--- src/hw/rtl/psf_pkg.sv ---
// Shared types, constants and the character classifier of the printable string finder.
package psf_pkg;

	localparam int PSF_OFFSET_BITS = 48;
	localparam int PSF_COUNT_BITS = 32;

	localparam int CFG_INDEX_BITS = 2;
	localparam int CFG_DATA_BITS = 16;
	localparam int MIN_LENGTH_BITS = 16;

	localparam logic [CFG_INDEX_BITS-1:0] REG_MIN_LENGTH = 2'd0;
	localparam logic [CFG_INDEX_BITS-1:0] REG_ESCAPE_MODE = 2'd1;
	localparam logic [CFG_INDEX_BITS-1:0] REG_WIDE_MODE = 2'd2;

	localparam logic [MIN_LENGTH_BITS-1:0] DEF_MIN_LENGTH = 16'd4;

	localparam logic [7:0] CHR_NUL = 8'h00;
	localparam logic [7:0] CHR_BEL = 8'h07;
	localparam logic [7:0] CHR_CR = 8'h0D;
	localparam logic [7:0] CHR_SPACE = 8'h20;
	localparam logic [7:0] CHR_TILDE = 8'h7E;

	typedef struct packed {
		logic [MIN_LENGTH_BITS-1:0] min_length;
		logic                       escape_mode;
		logic                       wide_mode;
	} cfg_t;

	// Printable ASCII, plus bell, backspace and the whitespace controls in escape mode.
	function automatic logic is_string_char(input logic [7:0] b, input logic escape_mode);
		logic printable;
		logic control;
		printable = (b >= CHR_SPACE) && (b <= CHR_TILDE);
		control = escape_mode && (b >= CHR_BEL) && (b <= CHR_CR);
		return printable || control;
	endfunction

endpackage

--- src/hw/rtl/psf_cfg.sv ---
// Configuration registers of the printable string finder.
module psf_cfg (
	input  logic                                 clk,
	input  logic                                 arst_n,
	input  logic                                 cfg_write,
	input  logic [psf_pkg::CFG_INDEX_BITS-1:0]   cfg_index,
	input  logic [psf_pkg::CFG_DATA_BITS-1:0]    cfg_data,
	output psf_pkg::cfg_t                        cfg
);
	import psf_pkg::*;

	cfg_t cfg_q;

	always_ff @(posedge clk or negedge arst_n) begin
		if (!arst_n) begin
			cfg_q.min_length <= DEF_MIN_LENGTH;
			cfg_q.escape_mode <= 1'b0;
			cfg_q.wide_mode <= 1'b0;
		end else if (cfg_write) begin
			unique case (cfg_index)
				REG_MIN_LENGTH: cfg_q.min_length <= cfg_data[MIN_LENGTH_BITS-1:0];
				REG_ESCAPE_MODE: cfg_q.escape_mode <= cfg_data[0];
				REG_WIDE_MODE: cfg_q.wide_mode <= cfg_data[0];
				default: ;
			endcase
		end
	end

	assign cfg = cfg_q;

endmodule

--- src/hw/rtl/psf_scan.sv ---
// Run tracking state, report decision and result register of the printable string finder.
module psf_scan #(
	parameter int OFFSET_BITS = psf_pkg::PSF_OFFSET_BITS,
	parameter int COUNT_BITS = psf_pkg::PSF_COUNT_BITS
) (
	input  logic                   clk,
	input  logic                   arst_n,
	input  psf_pkg::cfg_t          cfg,
	input  logic                   valid_s1,
	input  logic [7:0]             data_byte_s1,
	input  logic                   end_of_file_s1,
	output logic                   fire,
	output logic                   out_valid,
	input  logic                   out_stall,
	output logic [OFFSET_BITS-1:0] start_offset,
	output logic [COUNT_BITS-1:0]  run_length
);
	import psf_pkg::*;

	localparam int CMP_W = (COUNT_BITS > MIN_LENGTH_BITS) ? COUNT_BITS : MIN_LENGTH_BITS;

	logic [COUNT_BITS-1:0]  run_count_q;
	logic                   zero_byte_due_q;
	logic [OFFSET_BITS-1:0] byte_position_q;
	logic [OFFSET_BITS-1:0] run_start_q;

	logic [COUNT_BITS-1:0]  run_count_n;
	logic                   zero_byte_due_n;
	logic [OFFSET_BITS-1:0] run_start_n;

	logic                   out_valid_q;
	logic [OFFSET_BITS-1:0] start_offset_q;
	logic [COUNT_BITS-1:0]  run_length_q;

	logic [MIN_LENGTH_BITS-1:0] need;
	logic                       is_char;
	logic                       rep_pre;
	logic                       rep_post;
	logic                       emit_pre;
	logic                       emit_post;
	logic                       emit;

	assign fire = valid_s1 && (!out_valid_q || !out_stall);
	assign need = (cfg.min_length == '0) ? MIN_LENGTH_BITS'(1) : cfg.min_length;
	assign is_char = is_string_char(data_byte_s1, cfg.escape_mode);

	always_comb begin
		run_count_n = run_count_q;
		zero_byte_due_n = zero_byte_due_q;
		run_start_n = run_start_q;
		if (!is_char) begin
			// A zero byte that pays off a pending wide-mode zero keeps the run open.
			if (data_byte_s1 != CHR_NUL || !zero_byte_due_q) begin
				run_count_n = '0;
			end else begin
				zero_byte_due_n = 1'b0;
			end
		end else if (zero_byte_due_q) begin
			run_count_n = '0;
		end else begin
			zero_byte_due_n = cfg.wide_mode;
			if (run_count_q == '0) begin
				run_start_n = byte_position_q;
			end
			if (run_count_q != '1) begin
				run_count_n = run_count_q + COUNT_BITS'(1);
			end
		end
	end

	assign rep_pre = !zero_byte_due_q && (run_count_q != '0)
		&& (CMP_W'(run_count_q) >= CMP_W'(need));
	assign rep_post = !zero_byte_due_n && (run_count_n != '0)
		&& (CMP_W'(run_count_n) >= CMP_W'(need));
	assign emit_pre = !is_char && rep_pre;
	assign emit_post = end_of_file_s1 && !emit_pre && rep_post;
	assign emit = emit_pre || emit_post;

	always_ff @(posedge clk or negedge arst_n) begin
		if (!arst_n) begin
			run_count_q <= '0;
			zero_byte_due_q <= 1'b0;
			byte_position_q <= '0;
			run_start_q <= '0;
		end else if (fire) begin
			run_start_q <= run_start_n;
			if (end_of_file_s1) begin
				run_count_q <= '0;
				zero_byte_due_q <= 1'b0;
				byte_position_q <= '0;
			end else begin
				run_count_q <= run_count_n;
				zero_byte_due_q <= zero_byte_due_n;
				byte_position_q <= byte_position_q + OFFSET_BITS'(1);
			end
		end
	end

	always_ff @(posedge clk or negedge arst_n) begin
		if (!arst_n) begin
			out_valid_q <= 1'b0;
		end else if (!out_valid_q || !out_stall) begin
			out_valid_q <= fire && emit;
		end
	end

	always_ff @(posedge clk) begin
		if (fire && emit) begin
			start_offset_q <= emit_pre ? run_start_q : run_start_n;
			run_length_q <= emit_pre ? run_count_q : run_count_n;
		end
	end

	assign out_valid = out_valid_q;
	assign start_offset = start_offset_q;
	assign run_length = run_length_q;

endmodule

--- src/hw/rtl/printable_string_finder_top.sv ---
// Top level of the printable string finder: input register, configuration and run scanner.
//
// The block scans a file one byte word per cycle unless stalled and reports each run
// of string characters that reaches min_length as its start offset and its length.
// Input channel: in_valid / in_stall carry data_byte and end_of_file; a word is taken
// at a rising edge with in_valid high and in_stall low. end_of_file marks the last
// byte of a file; the open run is closed and the offset restarts at zero.
// Output channel: out_valid / out_stall carry start_offset and run_length; at most
// one result word follows each input word.
// A result word passes the input register and then the result register to the output.
// Throughput is one byte per cycle while the receiver does not stall.
// When the receiver stalls, the result register holds its word; one more input word
// is still taken into the input register if it is empty, after which in_stall rises
// until the output is drained.
// Configuration (cfg_write, cfg_index, cfg_data) is written while the block is idle.
// Reset clears the run state and the offset, sets min_length to 4 and both modes off.
module printable_string_finder_top #(
	parameter int OFFSET_BITS = psf_pkg::PSF_OFFSET_BITS,
	parameter int COUNT_BITS = psf_pkg::PSF_COUNT_BITS
) (
	input  logic                               clk,
	input  logic                               arst_n,
	input  logic                               cfg_write,
	input  logic [psf_pkg::CFG_INDEX_BITS-1:0] cfg_index,
	input  logic [psf_pkg::CFG_DATA_BITS-1:0]  cfg_data,
	input  logic                               in_valid,
	output logic                               in_stall,
	input  logic [7:0]                         data_byte,
	input  logic                               end_of_file,
	output logic                               out_valid,
	input  logic                               out_stall,
	output logic [OFFSET_BITS-1:0]             start_offset,
	output logic [COUNT_BITS-1:0]              run_length
);
	import psf_pkg::*;

	cfg_t       cfg;
	logic       valid_s1;
	logic [7:0] data_byte_s1;
	logic       end_of_file_s1;
	logic       fire;

	psf_cfg u_cfg (
		.clk       (clk),
		.arst_n    (arst_n),
		.cfg_write (cfg_write),
		.cfg_index (cfg_index),
		.cfg_data  (cfg_data),
		.cfg       (cfg)
	);

	// The input register stays full only while its word cannot move on.
	assign in_stall = valid_s1 && !fire;

	always_ff @(posedge clk or negedge arst_n) begin
		if (!arst_n) begin
			valid_s1 <= 1'b0;
		end else if (!in_stall) begin
			valid_s1 <= in_valid;
		end
	end

	always_ff @(posedge clk) begin
		if (in_valid && !in_stall) begin
			data_byte_s1 <= data_byte;
			end_of_file_s1 <= end_of_file;
		end
	end

	psf_scan #(
		.OFFSET_BITS (OFFSET_BITS),
		.COUNT_BITS  (COUNT_BITS)
	) u_scan (
		.clk            (clk),
		.arst_n         (arst_n),
		.cfg            (cfg),
		.valid_s1       (valid_s1),
		.data_byte_s1   (data_byte_s1),
		.end_of_file_s1 (end_of_file_s1),
		.fire           (fire),
		.out_valid      (out_valid),
		.out_stall      (out_stall),
		.start_offset   (start_offset),
		.run_length     (run_length)
	);

endmodule

--- config.mk ---
export PLATFORM = sky130hd
export DESIGN_NAME = printable_string_finder_top
export DESIGN_NICKNAME = d
export VERILOG_FILES = /design/src/hw/rtl/psf_pkg.sv /design/src/hw/rtl/psf_cfg.sv /design/src/hw/rtl/psf_scan.sv /design/src/hw/rtl/printable_string_finder_top.sv
export SDC_FILE = /design/constraint.sdc
export NUM_CORES = 1
export LEC_CHECK = 0
export ABC_AREA = 1
export BUFFER_PORTS_ARGS = -buffer_cell sky130_fd_sc_hd__buf_2
export CORE_MARGIN = 2
export CORE_UTILIZATION = 54
export DETAILED_ROUTE_END_ITERATION = 6
export GPL_ROUTABILITY_DRIVEN = 0
export HOLD_SLACK_MARGIN = 0.12
export PLACE_DENSITY = 0.76
export SYNTH_ARGS = -nofsm -noshare
export SYNTH_HDL_FRONTEND = slang
export SYNTH_HIERARCHICAL = 1
export SYNTH_SLANG_ARGS = --single-unit
--- constraint.sdc ---
create_clock -name clk -period 4.31 [get_ports clk]
set_input_delay 0.862 -clock clk [delete_from_list [all_inputs] [get_ports clk]]
set_output_delay 0.862 -clock clk [all_outputs]
set_load 0.05 [all_outputs]
==> impl_metrics.py <==
metrics = {
    "status": {
        "outcome": "finished, final reports clean",
    },
    "synth": {
        "async_flop_share_pct": 62.6,
        "yosysUniqueCellTypes": 44,
        "seq_area_frac_synth_pct": 51.9,
        "ys_seq_elements": 238,
        "syn_avg_cell_area_um2": 8.25,
        "postSynthCellCount": 1497,
        "syn-cell-area_mm2": 0.0123,
        "ys_warn_count": 6,
        "synth-edff-count": 89,
        "synth_nets": 1563,
        "synthFlopType": "dfrtp_1",
    },
    "routing": {
        "ant_nets": 0,
        "viasPerCell": 5.74,
        "drtIter0Drc": 1178,
        "vias": 11000,
        "wl_um": 31300,
        "drcViolationCount": 0,
        "drt_first_pass_iters": 6,
        "routedWlPerCell_um": 16.3,
    },
    "clocking": {
        "numCtsBuffers": 26,
        "clk_pin_slew_ns": 0.06,
        "cts_tree": "yes",
        "clock-sinks": 238,
        "holdBufCountCts": 0,
        "cts_buffer_depth": 3,
        "ctsHtreeMaxLevel": 1,
        "root_buffer": "clkbuf_16",
        "clock_latency_ns": 0.53,
    },
    "sta": {
        "max_freq_mhz": 252,
        "fin_crit_sh_pct": 92.1,
        "period_needed_ns": 3.97,
        "tightest_slew_ns": 1.14,
        "finalHoldViolations": 0,
        "maxSlewHeadroom_pct": 23.4,
        "setup_violations": 0,
        "rsz0062_at_grt": "no",
        "slew_viol_final": 0,
        "tns_ns": 0,
        "clock_skew_ns": 0.00884,
    },
    "worst_setup_path": {
        "cp_max_fo": 34,
        "worst-path-buf-inv": 3,
        "reg2reg_to": "u_scan/start_offset[9]$_DFFE_PP_",
        "critPathTopFamily": "simple AND/OR/NAND/NOR gates",
        "crit_path_cell_trace": "nor2_1, nand2_1, nor3_1, nand2_1, o21ai_0, ha_1, inv_1, nor3_1, a211oi_1, nand2_1, nand2_1, nand2_1, nand2_1, nand2_1, nand2_1, nand2_1, nand2_1, clkinvlp_4, buf_6",
        "cpPeakStageDelay_ns": 0.61,
        "slowest_stage": "o21ai_0",
        "r2r_setup_slack_ns": 0.34,
        "cp_data_required_time_ns": 4.57,
        "crit_type": "reg2reg",
        "worst_r2r_path_depth": 19,
        "rr_startpoint": "data_byte_s1[5]$_DFFE_PP_",
        "crit_cells": 19,
        "critPathLaunchType": "flop",
        "cp-end-kind": "flop",
        "cp_common_cell": "nand2_1",
        "critPathArrivalTime_ns": 4.23,
    },
    "cells_and_area": {
        "drive_gt1_share_pct": 12.7,
        "layout_common_cells": "438 x nand2_1, 165 x inv_1, 148 x dfrtp_1",
        "nets": 1673,
        "final_cell_count_no_fill": 1912,
        "layout_commonest_cell": "nand2_1",
        "area_delta_synth_final_pct": 13.6,
        "diodes": 0,
    },
    "floorplan": {
        "core_mm2": 0.0226,
        "start_util_pct": 54.7,
        "die_x_um": 155,
        "dieArea_mm2": 0.0241,
        "die_height_um": 155,
        "rows": 55,
        "num_io_pins": 114,
    },
    "grt": {
        "grt_pass1_wl_um": 51300,
        "antenna_found_initial": 0,
        "overflow": 0,
        "first_global_vias": 10400,
        "track_usage_pct": 26.1,
        "grt_max_degree": 94,
    },
    "power_and_ir_drop": {
        "p_leak_nw": 6.17,
        "peakVddDrop_mv": 0.304,
        "p_per_area_mw_per_mm2": 412,
    },
    "run": {
        "cap_violations": 0,
    },
    "min_path": {
        "min_path_type": "in2async",
    },
    "placed_design": {
        "dp_cells": 1864,
        "port_buffers": 113,
        "dp_hpwl_um": 21800,
    },
}
## routing by layer
layer	global-route usage, %	wire (um)	vias to the layer above
li1	-	-	5220
met1	39.0	13900	5095
met2	39.3	13600	591
met3	4.21	2980	73
met4	8.56	748	0
met5	0	0	-
## timing repair
item | CTS | global route
setup buffers | 0 | 0
resized for setup | 0 | 1
hold endpoints to repair | 0 | 0
endpoints found under the setup margin | 0 | 34
## registers in the layout (all words and copies together) (netlist names)
signal                  flops
data_byte_s1                8
end_of_file_s1              1
u_cfg/cfg                  18
u_scan/byte_position_q     48
u_scan/out_valid            1
u_scan/run_count_q         32
u_scan/run_length          32
u_scan/run_start_q         48
u_scan/start_offset        48
u_scan/zero_byte_due_q      1
valid_s1                    1
## synth_stat cells, types with 2 or more instances
master | number | area [um2]
nand2_1 | 439 | 1650
nand3_1 | 90 | 450
nor3_2 | 2 | 20.0
a21oi_1 | 45 | 225
o21ai_2 | 2 | 17.5
ha_1 | 34 | 425
nor2_4 | 4 | 45.0
dfrtp_1 | 148 | 3700
nor4_2 | 3 | 37.5
inv_1 | 166 | 623
edfxtp_1 | 89 | 2670
a31oi_1 | 17 | 106
inv_2 | 7 | 26.3
o21ai_1 | 41 | 205
nor3_1 | 39 | 195
buf_2 | 13 | 65.1
nor2_1 | 118 | 443
clkbuf_1 | 27 | 101
xor2_1 | 9 | 78.8
o21a_1 | 4 | 30.0
o31ai_1 | 2 | 15.0
nor2_2 | 9 | 56.3
nand4_1 | 19 | 119
nor4_1 | 17 | 106
o21ai_0 | 78 | 390
a211oi_1 | 8 | 60.1
nand2_2 | 4 | 25.0
buf_6 | 2 | 22.5
o22ai_1 | 33 | 206
a22oi_1 | 9 | 67.6
buf_1 | 6 | 22.5
## final cells by class
type	instances	area [um2]
clock buffer	34	681
clock inverter	14	110
fill	1964	8550
inverter	173	653
multi-input combinational	1037	5100
sequential	238	6400
tap	285	357
timing repair buffer	131	723
## cells by family after synthesis
logic type	after synthesis	synth area share, %
DFF	238	51.9
and+or+nand+nor	747	25.7
buffers and inverters	222	7.03
AOI/OAI and AO/OA	246	11.3
adders and majority gates	34	3.45
xor gates and xnor gates	10	0.709
## power breakdown
part	switching, mW	internal, mW	leakage (nW)
combinational	0.805	0.256	2.95
sequential	0.0990	2.56	2.84
clock	0.887	1.17	0.381
## how the worst max path moves through the flow
stage                                                  from                                end  slack, ns
after global placement    u_scan/run_count_q[0]$_DFFE_PN0P_  u_scan/start_offset[12]$_DFFE_PP_       0.48
after detailed placement  u_scan/run_count_q[0]$_DFFE_PN0P_  u_scan/start_offset[18]$_DFFE_PP_       0.32
after global routing      u_scan/run_count_q[0]$_DFFE_PN0P_  u_scan/start_offset[23]$_DFFE_PP_      0.006
after floorplan           u_scan/run_count_q[0]$_DFFE_PN0P_     u_scan/run_length[0]$_DFFE_PP_       0.02
after CTS                 u_scan/run_count_q[0]$_DFFE_PN0P_  u_scan/start_offset[13]$_DFFE_PP_       0.30
final                             data_byte_s1[5]$_DFFE_PP_   u_scan/start_offset[9]$_DFFE_PP_       0.34
## stage by stage
| step | setup slack (ns) | total power, mW | util [%] | hold slack [ns] | cell area (um2) |
|---|---|---|---|---|---|
| 6_report | 0.341 | 5.78 | 62.1 | 0.410 | 14000 |
| 2_1_floorplan | 0.0172 | 3.44 | - | 0.442 | 12400 |
| 5_1_grt | 0.00624 | 6.05 | 62.1 | 0.493 | 14000 |
| 3_3_place_gp | 0.484 | 3.72 | 58.6 | 0.461 | 13200 |
| 3_5_place_dp | 0.319 | 3.75 | 58.6 | 0.465 | 13200 |
| 4_1_cts | 0.295 | 5.82 | 62.1 | 0.452 | 14000 |
Note: power is estimated with default switching activity, not from simulation.
